**config.mk**
```make
export PLATFORM = sky130hd
export DESIGN_NAME = three_wire_serial_rtc_master_top_flat
export DESIGN_NICKNAME = d
export VERILOG_FILES = /design/src/tws_pkg.sv /design/src/tws_req_if.sv /design/src/tws_rsp_if.sv /design/src/tws_sequencer.sv /design/src/tws_out_stage.sv /design/src/three_wire_serial_rtc_master_top.sv /design/src/flat_wrapper.sv
export SDC_FILE = /design/constraint.sdc
export NUM_CORES = 1
export LEC_CHECK = 0
export BUFFER_PORTS_ARGS = -buffer_cell sky130_fd_sc_hd__buf_2
export CORE_UTILIZATION = 55
export DETAILED_ROUTE_END_ITERATION = 16
export GPL_TIMING_DRIVEN = 0
export PLACE_DENSITY_LB_ADDON = 0.05
export SETUP_SLACK_MARGIN = 0.15
export SYNTH_ARGS = -nofsm -noshare
export SYNTH_HDL_FRONTEND = slang
export SYNTH_SLANG_ARGS = --single-unit
```
**constraint.sdc**
```tcl
create_clock -name clock -period 2.9 [get_ports clock]
set_input_delay 0.29 -clock clock [delete_from_list [all_inputs] [get_ports clock]]
set_output_delay 0.29 -clock clock [all_outputs]
set_load 0.1 [all_outputs]
```
**src/tws_pkg.sv**
```systemverilog
// tws_pkg: shared types and constants for the three-wire serial master
// depends on nothing; used by the channel interfaces and every module
package tws_pkg;

   // request codes
   localparam logic [1:0] OP_READ  = 2'd1;
   localparam logic [1:0] OP_WRITE = 2'd2;

   // bit counts at which the command and data phases end
   localparam logic [4:0] CMD_BITS   = 5'd8;
   localparam logic [4:0] WRITE_BITS = 5'd16;
   localparam logic [4:0] READ_BITS  = 5'd8;

   localparam logic [7:0] PHASE_LENGTH_RESET = 8'd1;

   // sequencer steps
   typedef enum logic [2:0] {
      ST_IDLE,
      ST_SEND_LOW,
      ST_SEND_HIGH,
      ST_READ_HIGH,
      ST_READ_LOW
   } step_type;

   // one request beat
   typedef struct packed {
      logic [1:0] opcode;
      logic [6:0] addr;
      logic [7:0] write_data;
      logic       data_pin_in;
   } req_type;

   // one result beat
   typedef struct packed {
      logic       chip_enable;
      logic       serial_clock;
      logic       data_out;
      logic       data_drive;
      logic       busy_res;
      logic [7:0] read_data;
      logic       read_valid;
      logic       write_done;
      logic       rejected;
   } rsp_type;

endpackage

```
**src/tws_req_if.sv**
```systemverilog
// tws_req_if: valid/ready channel carrying one request beat
// depends on tws_pkg
interface tws_req_if;
   import tws_pkg::*;

   logic    valid;
   logic    ready;
   req_type payload;

   modport source (output valid, output payload, input ready);
   modport sink (input valid, input payload, output ready);
endinterface

```
**src/tws_rsp_if.sv**
```systemverilog
// tws_rsp_if: valid/ready channel carrying one result beat
// depends on tws_pkg
interface tws_rsp_if;
   import tws_pkg::*;

   logic    valid;
   logic    ready;
   rsp_type payload;

   modport source (output valid, output payload, input ready);
   modport sink (input valid, input payload, output ready);
endinterface

```
**src/tws_sequencer.sv**
```systemverilog
// tws_sequencer: pin sequencer state, phase length register and next-state logic
// depends on tws_pkg; advances one tick per accepted request beat
module tws_sequencer (
   input  logic             clock,
   input  logic             reset,
   input  logic             csr_write_enable,
   input  logic [7:0]       csr_write_data,
   input  logic             step_en,
   input  tws_pkg::req_type req,
   output tws_pkg::rsp_type result
);
   import tws_pkg::*;

   logic [7:0]  phase_length_ff;
   step_type    step_ff, step_in;
   logic        enable_ff, enable_in;
   logic        clock_ff, clock_in;
   logic        out_ff, out_in;
   logic        drive_ff, drive_in;
   logic [15:0] tx_ff, tx_in;
   logic [7:0]  rx_ff, rx_in;
   logic [4:0]  count_ff, count_in;
   logic        read_mode_ff, read_mode_in;
   logic [7:0]  divider_ff, divider_in;

   logic [7:0]  plen;
   logic        request;
   logic [7:0]  cmd;
   logic        rd_valid, wr_done, rej;
   logic [7:0]  rd_byte;

   // phase length register
   always_ff @(posedge clock) begin
      if (reset) begin
         phase_length_ff <= PHASE_LENGTH_RESET;
      end else if (csr_write_enable) begin
         phase_length_ff <= csr_write_data;
      end
   end

   // sequencer state
   always_ff @(posedge clock) begin
      if (reset) begin
         step_ff      <= ST_IDLE;
         enable_ff    <= 1'b0;
         clock_ff     <= 1'b0;
         out_ff       <= 1'b0;
         drive_ff     <= 1'b1;
         tx_ff        <= '0;
         rx_ff        <= '0;
         count_ff     <= '0;
         read_mode_ff <= 1'b0;
         divider_ff   <= '0;
      end else if (step_en) begin
         step_ff      <= step_in;
         enable_ff    <= enable_in;
         clock_ff     <= clock_in;
         out_ff       <= out_in;
         drive_ff     <= drive_in;
         tx_ff        <= tx_in;
         rx_ff        <= rx_in;
         count_ff     <= count_in;
         read_mode_ff <= read_mode_in;
         divider_ff   <= divider_in;
      end
   end

   // next state and result for one tick
   always_comb begin
      plen         = (phase_length_ff == 8'd0) ? 8'd1 : phase_length_ff;
      request      = (req.opcode == OP_READ) || (req.opcode == OP_WRITE);
      cmd          = {req.addr, (req.opcode == OP_READ)};
      step_in      = step_ff;
      enable_in    = enable_ff;
      clock_in     = clock_ff;
      out_in       = out_ff;
      drive_in     = drive_ff;
      tx_in        = tx_ff;
      rx_in        = rx_ff;
      count_in     = count_ff;
      read_mode_in = read_mode_ff;
      divider_in   = divider_ff;
      rd_valid     = 1'b0;
      wr_done      = 1'b0;
      rej          = 1'b0;
      rd_byte      = 8'd0;

      if (step_ff == ST_IDLE) begin
         // start a transaction with enable high and clock low
         if (request) begin
            read_mode_in = (req.opcode == OP_READ);
            tx_in        = {req.write_data, cmd};
            enable_in    = 1'b1;
            clock_in     = 1'b0;
            drive_in     = 1'b1;
            out_in       = cmd[0];
            count_in     = 5'd0;
            divider_in   = 8'd1;
            step_in      = ST_SEND_LOW;
         end
      end else begin
         rej = request;
         if (divider_ff < plen) begin
            divider_in = divider_ff + 8'd1;
         end else begin
            divider_in = 8'd1;
            case (step_ff)
               ST_SEND_LOW: begin
                  clock_in = 1'b1;
                  step_in  = ST_SEND_HIGH;
               end
               ST_SEND_HIGH: begin
                  tx_in    = {1'b0, tx_ff[15:1]};
                  count_in = count_ff + 5'd1;
                  if (read_mode_ff && count_in >= CMD_BITS) begin
                     // command done: release the line for the read
                     drive_in = 1'b0;
                     out_in   = 1'b0;
                     count_in = 5'd0;
                     step_in  = ST_READ_HIGH;
                  end else if (!read_mode_ff && count_in >= WRITE_BITS) begin
                     step_in    = ST_IDLE;
                     enable_in  = 1'b0;
                     clock_in   = 1'b0;
                     out_in     = 1'b0;
                     drive_in   = 1'b1;
                     count_in   = 5'd0;
                     divider_in = 8'd0;
                     wr_done    = 1'b1;
                  end else begin
                     clock_in = 1'b0;
                     out_in   = tx_in[0];
                     step_in  = ST_SEND_LOW;
                  end
               end
               ST_READ_HIGH: begin
                  clock_in = 1'b0;
                  step_in  = ST_READ_LOW;
               end
               ST_READ_LOW: begin
                  // sample the pin after the falling edge, lsb first
                  rx_in    = {req.data_pin_in, rx_ff[7:1]};
                  count_in = count_ff + 5'd1;
                  if (count_in >= READ_BITS) begin
                     step_in    = ST_IDLE;
                     enable_in  = 1'b0;
                     clock_in   = 1'b0;
                     out_in     = 1'b0;
                     drive_in   = 1'b1;
                     count_in   = 5'd0;
                     divider_in = 8'd0;
                     rd_valid   = 1'b1;
                     rd_byte    = rx_in;
                  end else begin
                     clock_in = 1'b1;
                     step_in  = ST_READ_HIGH;
                  end
               end
               default: begin
                  step_in    = ST_IDLE;
                  enable_in  = 1'b0;
                  clock_in   = 1'b0;
                  out_in     = 1'b0;
                  drive_in   = 1'b1;
                  count_in   = 5'd0;
                  divider_in = 8'd0;
               end
            endcase
         end
      end

      result.chip_enable  = enable_in;
      result.serial_clock = clock_in;
      result.data_out     = drive_in & out_in;
      result.data_drive   = drive_in;
      result.busy_res     = (step_in != ST_IDLE);
      result.read_data    = rd_byte;
      result.read_valid   = rd_valid;
      result.write_done   = wr_done;
      result.rejected     = rej;
   end

endmodule

```
**src/tws_out_stage.sv**
```systemverilog
// tws_out_stage: result register between the sequencer and the result channel
// depends on tws_pkg
module tws_out_stage (
   input  logic             clock,
   input  logic             reset,
   input  logic             load,
   input  tws_pkg::rsp_type result,
   output logic             space,
   tws_rsp_if.source        rsp_chan
);
   import tws_pkg::*;

   logic    valid_ff;
   rsp_type data_ff;

   // register can take a beat when empty or being drained
   assign space = !valid_ff || rsp_chan.ready;

   // valid flag
   always_ff @(posedge clock) begin
      if (reset) begin
         valid_ff <= 1'b0;
      end else if (space) begin
         valid_ff <= load;
      end
   end

   // result payload
   always_ff @(posedge clock) begin
      if (load) begin
         data_ff <= result;
      end
   end

   assign rsp_chan.valid   = valid_ff;
   assign rsp_chan.payload = data_ff;

endmodule

```
**src/three_wire_serial_rtc_master_top.sv**
```systemverilog
// three_wire_serial_rtc_master_top: three-wire serial clock-chip master, lsb first
// depends on tws_pkg, tws_req_if, tws_rsp_if, tws_sequencer, tws_out_stage
//
//   channel   direction  contents
//   req_chan  in         one tick: opcode, addr, write_data, data_pin_in
//   rsp_chan  out        pin levels and status after that tick
//   csr_*     in         phase_length write, no read-back
//
// each request beat is one tick; the sequencer updates in the cycle it
// accepts the beat and the result is registered, appearing in the cycle after,
// and one beat per cycle is taken while the result register drains.
// reset is synchronous: idle, pins low, data driven, phase length 1.
// a stalled result register holds req_chan.ready low and freezes the sequencer.
module three_wire_serial_rtc_master_top (
   input  logic       clock,
   input  logic       reset,
   input  logic       csr_write_enable,
   input  logic [7:0] csr_write_data,
   tws_req_if.sink    req_chan,
   tws_rsp_if.source  rsp_chan
);
   import tws_pkg::*;

   logic    space;
   logic    accept;
   rsp_type result;

   assign req_chan.ready = space;
   assign accept         = req_chan.valid && space;

   // tick sequencer
   tws_sequencer u_sequencer (
      .clock            (clock),
      .reset            (reset),
      .csr_write_enable (csr_write_enable),
      .csr_write_data   (csr_write_data),
      .step_en          (accept),
      .req              (req_chan.payload),
      .result           (result)
   );

   // result register
   tws_out_stage u_out_stage (
      .clock    (clock),
      .reset    (reset),
      .load     (accept),
      .result   (result),
      .space    (space),
      .rsp_chan (rsp_chan)
   );

endmodule
```
**src/flat_wrapper.sv**
```systemverilog
// flat-port wrapper written by rule: the top's interface ports become plain ports
module three_wire_serial_rtc_master_top_flat import tws_pkg::*;
  (clock, reset, csr_write_enable, csr_write_data, req_chan_valid, req_chan_payload, req_chan_ready, rsp_chan_valid, rsp_chan_payload, rsp_chan_ready);
  tws_req_if req_chan_i ();
  tws_rsp_if rsp_chan_i ();
  input  logic clock;
  input  logic reset;
  input  logic csr_write_enable;
  input  logic [7:0] csr_write_data;
  input wire logic [$bits(req_chan_i.valid)-1:0] req_chan_valid;
  input wire logic [$bits(req_chan_i.payload)-1:0] req_chan_payload;
  output wire logic [$bits(req_chan_i.ready)-1:0] req_chan_ready;
  output wire logic [$bits(rsp_chan_i.valid)-1:0] rsp_chan_valid;
  output wire logic [$bits(rsp_chan_i.payload)-1:0] rsp_chan_payload;
  input wire logic [$bits(rsp_chan_i.ready)-1:0] rsp_chan_ready;
  assign req_chan_i.valid = req_chan_valid;
  assign req_chan_i.payload = req_chan_payload;
  assign req_chan_ready = req_chan_i.ready;
  assign rsp_chan_valid = rsp_chan_i.valid;
  assign rsp_chan_payload = rsp_chan_i.payload;
  assign rsp_chan_i.ready = rsp_chan_ready;
  three_wire_serial_rtc_master_top u_core (.clock(clock), .reset(reset), .csr_write_enable(csr_write_enable), .csr_write_data(csr_write_data), .req_chan(req_chan_i), .rsp_chan(rsp_chan_i));
endmodule
```
# Word level (Yosys, flattened, before mapping)
# Cells that the tools add are included.
# Widths: inputs -> output; s select.
[classes] add_sub_neg=2 magnitude_cmp=3 eq_ne=9 muxes=55 bitwise_logic=6 n_reduce_logical=20
[ops] op="$mux 16" n=4
[ops] op="$mux 8" n=4
[ops] op="$mux 5" n=6
[ops] op="$mux 1" n=29
[ops] op="$pmux 1 s3" n=5
[ops] op="$pmux 5 s3" n=1
[ops] op="$pmux 3 s4" n=1
[ops] op="$reduce_and 4->1" n=3
[ops] op="$mux 3" n=3
[ops] op="$add 8x1->8 const B" n=1
[ops] op="$logic_not 8->1" n=1
[ops] op="$lt 8x8->1" n=1
[ops] op="$reduce_or 4->1" n=2
[ops] op="$eq 3x2->1 const B" n=2
[ops] op="$add 5x1->5 const B" n=1
[ops] op="$ge 5x4->1 const B" n=1
[ops] op="$ge 5x5->1 const B" n=1
[ops] op="$not 1->1" n=5
[ops] op="$mux 2" n=2
[ops] op="$ne 2x2->1 const B" n=2
[ops] op="$eq 3x1->1 const B" n=1
[ops] op="$eq 3x3->1 const B" n=1
[ops] op="$logic_and 1x1->1" n=3
[ops] op="$logic_not 3->1" n=1
[ops] op="other kinds (12)" n=14
[word_totals] register_bits=70 inputBits=31 out_inout_bits=18 wordCells=116

# Depth between registers and ports, before layout
[depth] depth_word=9 ltp_mapped=10 ltp_nobuf=8

# Hierarchy
# From an unflattened synthesis, not the netlist that was laid out.
[unflattened] hier_cells=359 area_unflattened_um2=3403.3
[by_module_without_submodules] module="tws_sequencer" n_inst=1 cells_per_inst=338 area_per_inst_um2=2870.3 seq_area_each_um2=1021.0
[by_module_without_submodules] module="tws_out_stage" n_inst=1 cells_per_inst=20 area_per_inst_um2=526.8 seq_area_each_um2=500.5
[by_module_without_submodules] module="three_wire_serial_rtc_master_top" n_inst=1 cells_per_inst=1 area_per_inst_um2=6.3 seq_area_each_um2=0.0

# Worst setup path before layout
# OpenSTA, ideal clock, no wires.
[synth_path] path_kind="register to register" startpoint="register u_core.u_out_stage.valid_ff, in the netlist u_core.u_out_stage.rsp_chan.valid" endpoint="register u_core.u_sequencer.rx_ff[1]" arrival_time_ps=3416 required_ps=2772 path_slack_ps=-644 stages_incl_launch_ff=7 path_buffers=0 period_less_slack_ps=3544 cell_sequence="dfxtp_1 -> nand2b_1 -> nand2_1 -> clkinv_1 -> o211ai_2 -> mux2i_1 -> nor2_1"
[synth_via] elab_chain_cells=4
[synth_lines] element="from (decl)" line_no="tws_out_stage.sv:13" rtl="logic valid_ff;"
[synth_lines] element="from (signal assigned)" line_no="tws_out_stage.sv:24" rtl="valid_ff <= load;"
[synth_lines] element="$logic_not 1->1" line_no="tws_out_stage.sv:17" rtl="assign space = !valid_ff || rsp_chan.ready;"
[synth_lines] element="$logic_or 1x1->1" line_no="tws_out_stage.sv:17"
[synth_lines] element="net req_chan_ready" line_no="flat_wrapper.sv:12" rtl="output wire logic [$bits(req_chan_i.ready)-1:0] req_chan_ready;"
[synth_lines] element="$logic_and 1x1->1" line_no="three_wire_serial_rtc_master_top.sv:29" rtl="assign accept = req_chan.valid && space;"
[synth_lines] element="net u_core.accept" line_no="three_wire_serial_rtc_master_top.sv:25" rtl="logic accept;"
[synth_lines] element="$reduce_and 4->1 (no source line)"
[synth_lines] element="to (signal assigned)" line_no="tws_sequencer.sv:61" rtl="rx_ff <= rx_in;"
[synth_lines] element="to (decl)" line_no="tws_sequencer.sv:21" rtl="logic [7:0] rx_ff, rx_in;"
# The timed path passes the listed nets, and every way through them passes these cells.
# A chain may end at the register's enable or synchronous reset.

==> metrics.yaml <==
routing:
  wire_per_inst_um: 15.1
  dr.pass1.iters: 5
  wl_um: 7590
  viasPerCell: 5.85
  drtIter0Drc: 153
  ant_nets: 0
  vias: 2942
  remaining_drc_errors: 0
power_and_ir_drop:
  seqPwrFrac: 0.474
  p_sw_uw: 706
  power.share.clock: 0.321
  internal-power_mw: 1.51
  leakagePower_nw: 1.57
  power_density_nw_per_um2: 560
  ir_drop_uv: 323
  comb_power_share: 0.204
  p_sw_frac: 0.318
synthesis:
  synth_edf_count: 16
  yosysUniqueCellTypes: 60
  ys_ff_latch: 68
  synth-seq-area-share: 0.442
  synth_area_leader_cell: "dfxtp_1"
  synthXorXnorAreaFrac: 0.0153
  yosys_warnings: 0
  async_reset_ff_frac: 0
  synth_nets: 407
  synthFlopType: "dfxtp_1"
  syn_area_per_cell_um2: 9.41
  yosys.area_share.adder: 0.0363
  post-synth-top-area-fraction: 0.302
  synth_area_leaders: "dfxtp_1, edfxtp_1, nand2_1"
  synth_top_family_by_area: "simple AND/OR/NAND/NOR gates"
  synth_area_um2: 3440
  syn_inst: 366
  synthMuxAreaShare: 0.0509
  synth-compound-area-share: 0.201
  synth-simple-area-share: 0.214
sta:
  hold_viol: 0
  rsz0062_at_grt: "no"
  finClkSkew_ns: 0.0115
  max_freq_mhz: 394
  timing.final.crit_share: 0.875
  relSlewSlack: 0.380
  finalMaxSlewViolations: 0
  finalSetupViolations: 0
  fin_crit_ns: 2.54
  fin_setup_tns_ns: 0
  tightest_slew_ns: 0.928
global_route:
  overflow: 0
  grt_pass1_wl_um: 12400
  grt_usage: 0.247
  grt_max_degree: 25
  grt_pass1_vias: 2574
  antenna_found_initial: 0
die:
  die_x_um: 81.1
  core_area_um2: 5990
  fp.dieH_um: 81.1
  start_util: 0.575
  rows: 28
  die_area_um2: 6580
  io-pin-count: 49
clock_network:
  cts_buffers: 9
  cts_tree: "yes"
  insertion_delay_ns: 0.34
  clock-root-buffer: "clkbuf_8"
  cts.path.max_buffers: 2
  htree_levels: 3
  path_clk_slew_ns: 0.07
  cts_setup_buffers: 0
  clock_sinks: 68
run:
  drv_cap: 0
outcome:
  outcome: "finished clean"
worst_setup_path:
  worstPathArrival_ns: 2.67
  crit_required_ns: 3.03
  r2r_setup_slack_ns: 0.36
  path_max_fanout: 10
  reg2reg_from: "u_core.u_sequencer.phase_length_ff[5]$_SDFFE_PP0P_"
  end_kind: "register"
  path_class: "reg2reg"
  rr_worst_depth: 9
  crit_path_start_kind: "register"
  crit_start: "u_core.u_sequencer.phase_length_ff[5]$_SDFFE_PP0P_"
  rr_endpoint: "u_core.u_out_stage.rsp_chan.payload[13]$_DFFE_PP_"
  endpoint: "u_core.u_out_stage.rsp_chan.payload[13]$_DFFE_PP_"
placed_design:
  dp_hpwl_um: 5490
  gp_congestion: 0.868
  io_buffers: 46
layout:
  fin_util: 0.661
  area_growth_syn_to_layout_pct: 14.9
  nNetsFinal: 464
  final-seq-area_um2: 1520
  diodes: 0
  n_fill_cell: 517
  post_route_cells_drive_above_1_share: 0.210
  multi_input_area_um2: 1790
hold_path:
  hold_class: "in2reg"
==> synth_stat cells, drive strengths merged (3+ instances only) <==
library cell	number
and2	9
nor3b	3
nand3	7
xor2	4
nand4	6
nand2b	8
o221ai	3
nor3	7
nor4b	3
a211oi	4
buf	4
o31ai	3
dfxtp	52
a21oi	29
a31oi	4
o211ai	5
a311oi	14
edfxtp	16
and3	3
inv	13
mux2i	16
nand2	43
o21ai	12
or3	3
ha	10
clkbuf	14
nor2	37
nor2b	6
==> cell families (layout without fill, tap and decap cells) <==
kind of cell	after synthesis	in the layout
flops	68	68
buf+inv	33	95
simple gates	145	145
fa+ha+maj	10	10
compound gates	87	87
xor+xnor	6	6
mux	17	17
==> power by group through the flow <==
| stage | combinational (mW) | clock [mW] | sequential, mW |
|---|---|---|---|
| 6_report | 0.453 | 0.713 | 1.05 |
| 5_1_grt | 0.488 | 0.761 | 1.06 |
| 2_1_floorplan | 0.244 | 0 | 1.17 |
| 3_5_place_dp | 0.449 | 0 | 1.07 |
| 4_1_cts | 0.451 | 0.721 | 1.05 |
| 3_3_place_gp | 0.446 | 0 | 1.07 |
==> layout make-up <==
class	count	share of cell area
buffer	18	0.0215
clock buffer	12	0.0395
clock inverter	4	0.00601
inverter	15	0.0142
multi-input combinational	265	0.452
sequential	68	0.385
tap	75	0.0237
timing repair buffer	46	0.0582
==> cell usage in the layout (no fill, tap or decap), types with 8 or more instances in the layout <==
master	instances
clkbuf_1	16
edfxtp_1	16
inv_1	13
mux2i_1	16
nand2_1	43
nor2_1	36
a311oi_2	9
dfxtp_1	51
ha_1	10
buf_2	48
a21oi_1	29
and2_1	8
o21ai_0	12
clkbuf_8	9
==> how the worst min path moves through the flow <==
stage,cells after the start,start,end
final,3,csr_write_data[0],u_core.u_sequencer.phase_length_ff[0]$_SDFFE_PP1P_
after global routing,3,csr_write_data[0],u_core.u_sequencer.phase_length_ff[0]$_SDFFE_PP1P_
after CTS,3,csr_write_data[0],u_core.u_sequencer.phase_length_ff[0]$_SDFFE_PP1P_
after detailed placement,2,u_core.u_sequencer.tx_ff[15]$_SDFFE_PP0P_,u_core.u_sequencer.tx_ff[15]$_SDFFE_PP0P_
after global placement,2,u_core.u_sequencer.tx_ff[15]$_SDFFE_PP0P_,u_core.u_sequencer.tx_ff[15]$_SDFFE_PP0P_
after floorplan,2,csr_write_data[0],u_core.u_sequencer.phase_length_ff[0]$_SDFFE_PP1P_
==> sequential cells by signal (all words and copies together), names as in the netlist <==
name,cells
u_core.u_out_stage.rsp_chan.payload,16
u_core.u_sequencer.tx_ff,15
u_core.u_sequencer.divider_ff,8
u_core.u_sequencer.phase_length_ff,8
u_core.u_sequencer.rx_ff,7
u_core.u_sequencer.count_ff,5
u_core.u_sequencer.step_ff,3
u_core.u_out_stage.rsp_chan.valid,1
u_core.u_sequencer.clock_ff,1
u_core.u_sequencer.drive_ff,1
u_core.u_sequencer.enable_ff,1
u_core.u_sequencer.out_ff,1
u_core.u_sequencer.read_mode_ff,1
==> per-layer routing <==
metal  track usage  vias to the layer above  part of all wire
li1              -                     1459                 -
met1         0.334                     1374              0.49
met2         0.382                       88              0.44
met3        0.0393                       21             0.050
met4         0.116                        0             0.021
met5             0                        -                 0
==> stage by stage <==
step	setup WS (ns)	instances	power, mW	hold slack [ns]	cell area [um2]
CTS	0.244	503	2.22	0.163	3950
detailed placement	0.288	487	1.52	0.451	3770
finish	0.362	503	2.22	0.166	3960
global route	0.168	503	2.31	0.184	3960
global placement	0.284	487	1.52	0.447	3770
floorplan	0.164	366	1.42	0.416	3450
==> critical path, stage by stage (launching register included) <==
cell      delay (ns)
dfxtp_1         0.35
inv_1           0.05
ha_1            0.30
a211oi_1        0.25
nor2_1          0.09
or2_2           0.28
clkbuf_1        0.20
nor2_4          0.31
o211ai_1        0.15
a221oi_1        0.34
==> repair_timing <==
item / in CTS / in global routing
gates resized for setup: 0 / 1
endpoints found under the setup margin: 0 / 1
hold buffers: 0 / 0
No activity file was read; power rests on OpenSTA's default activity.
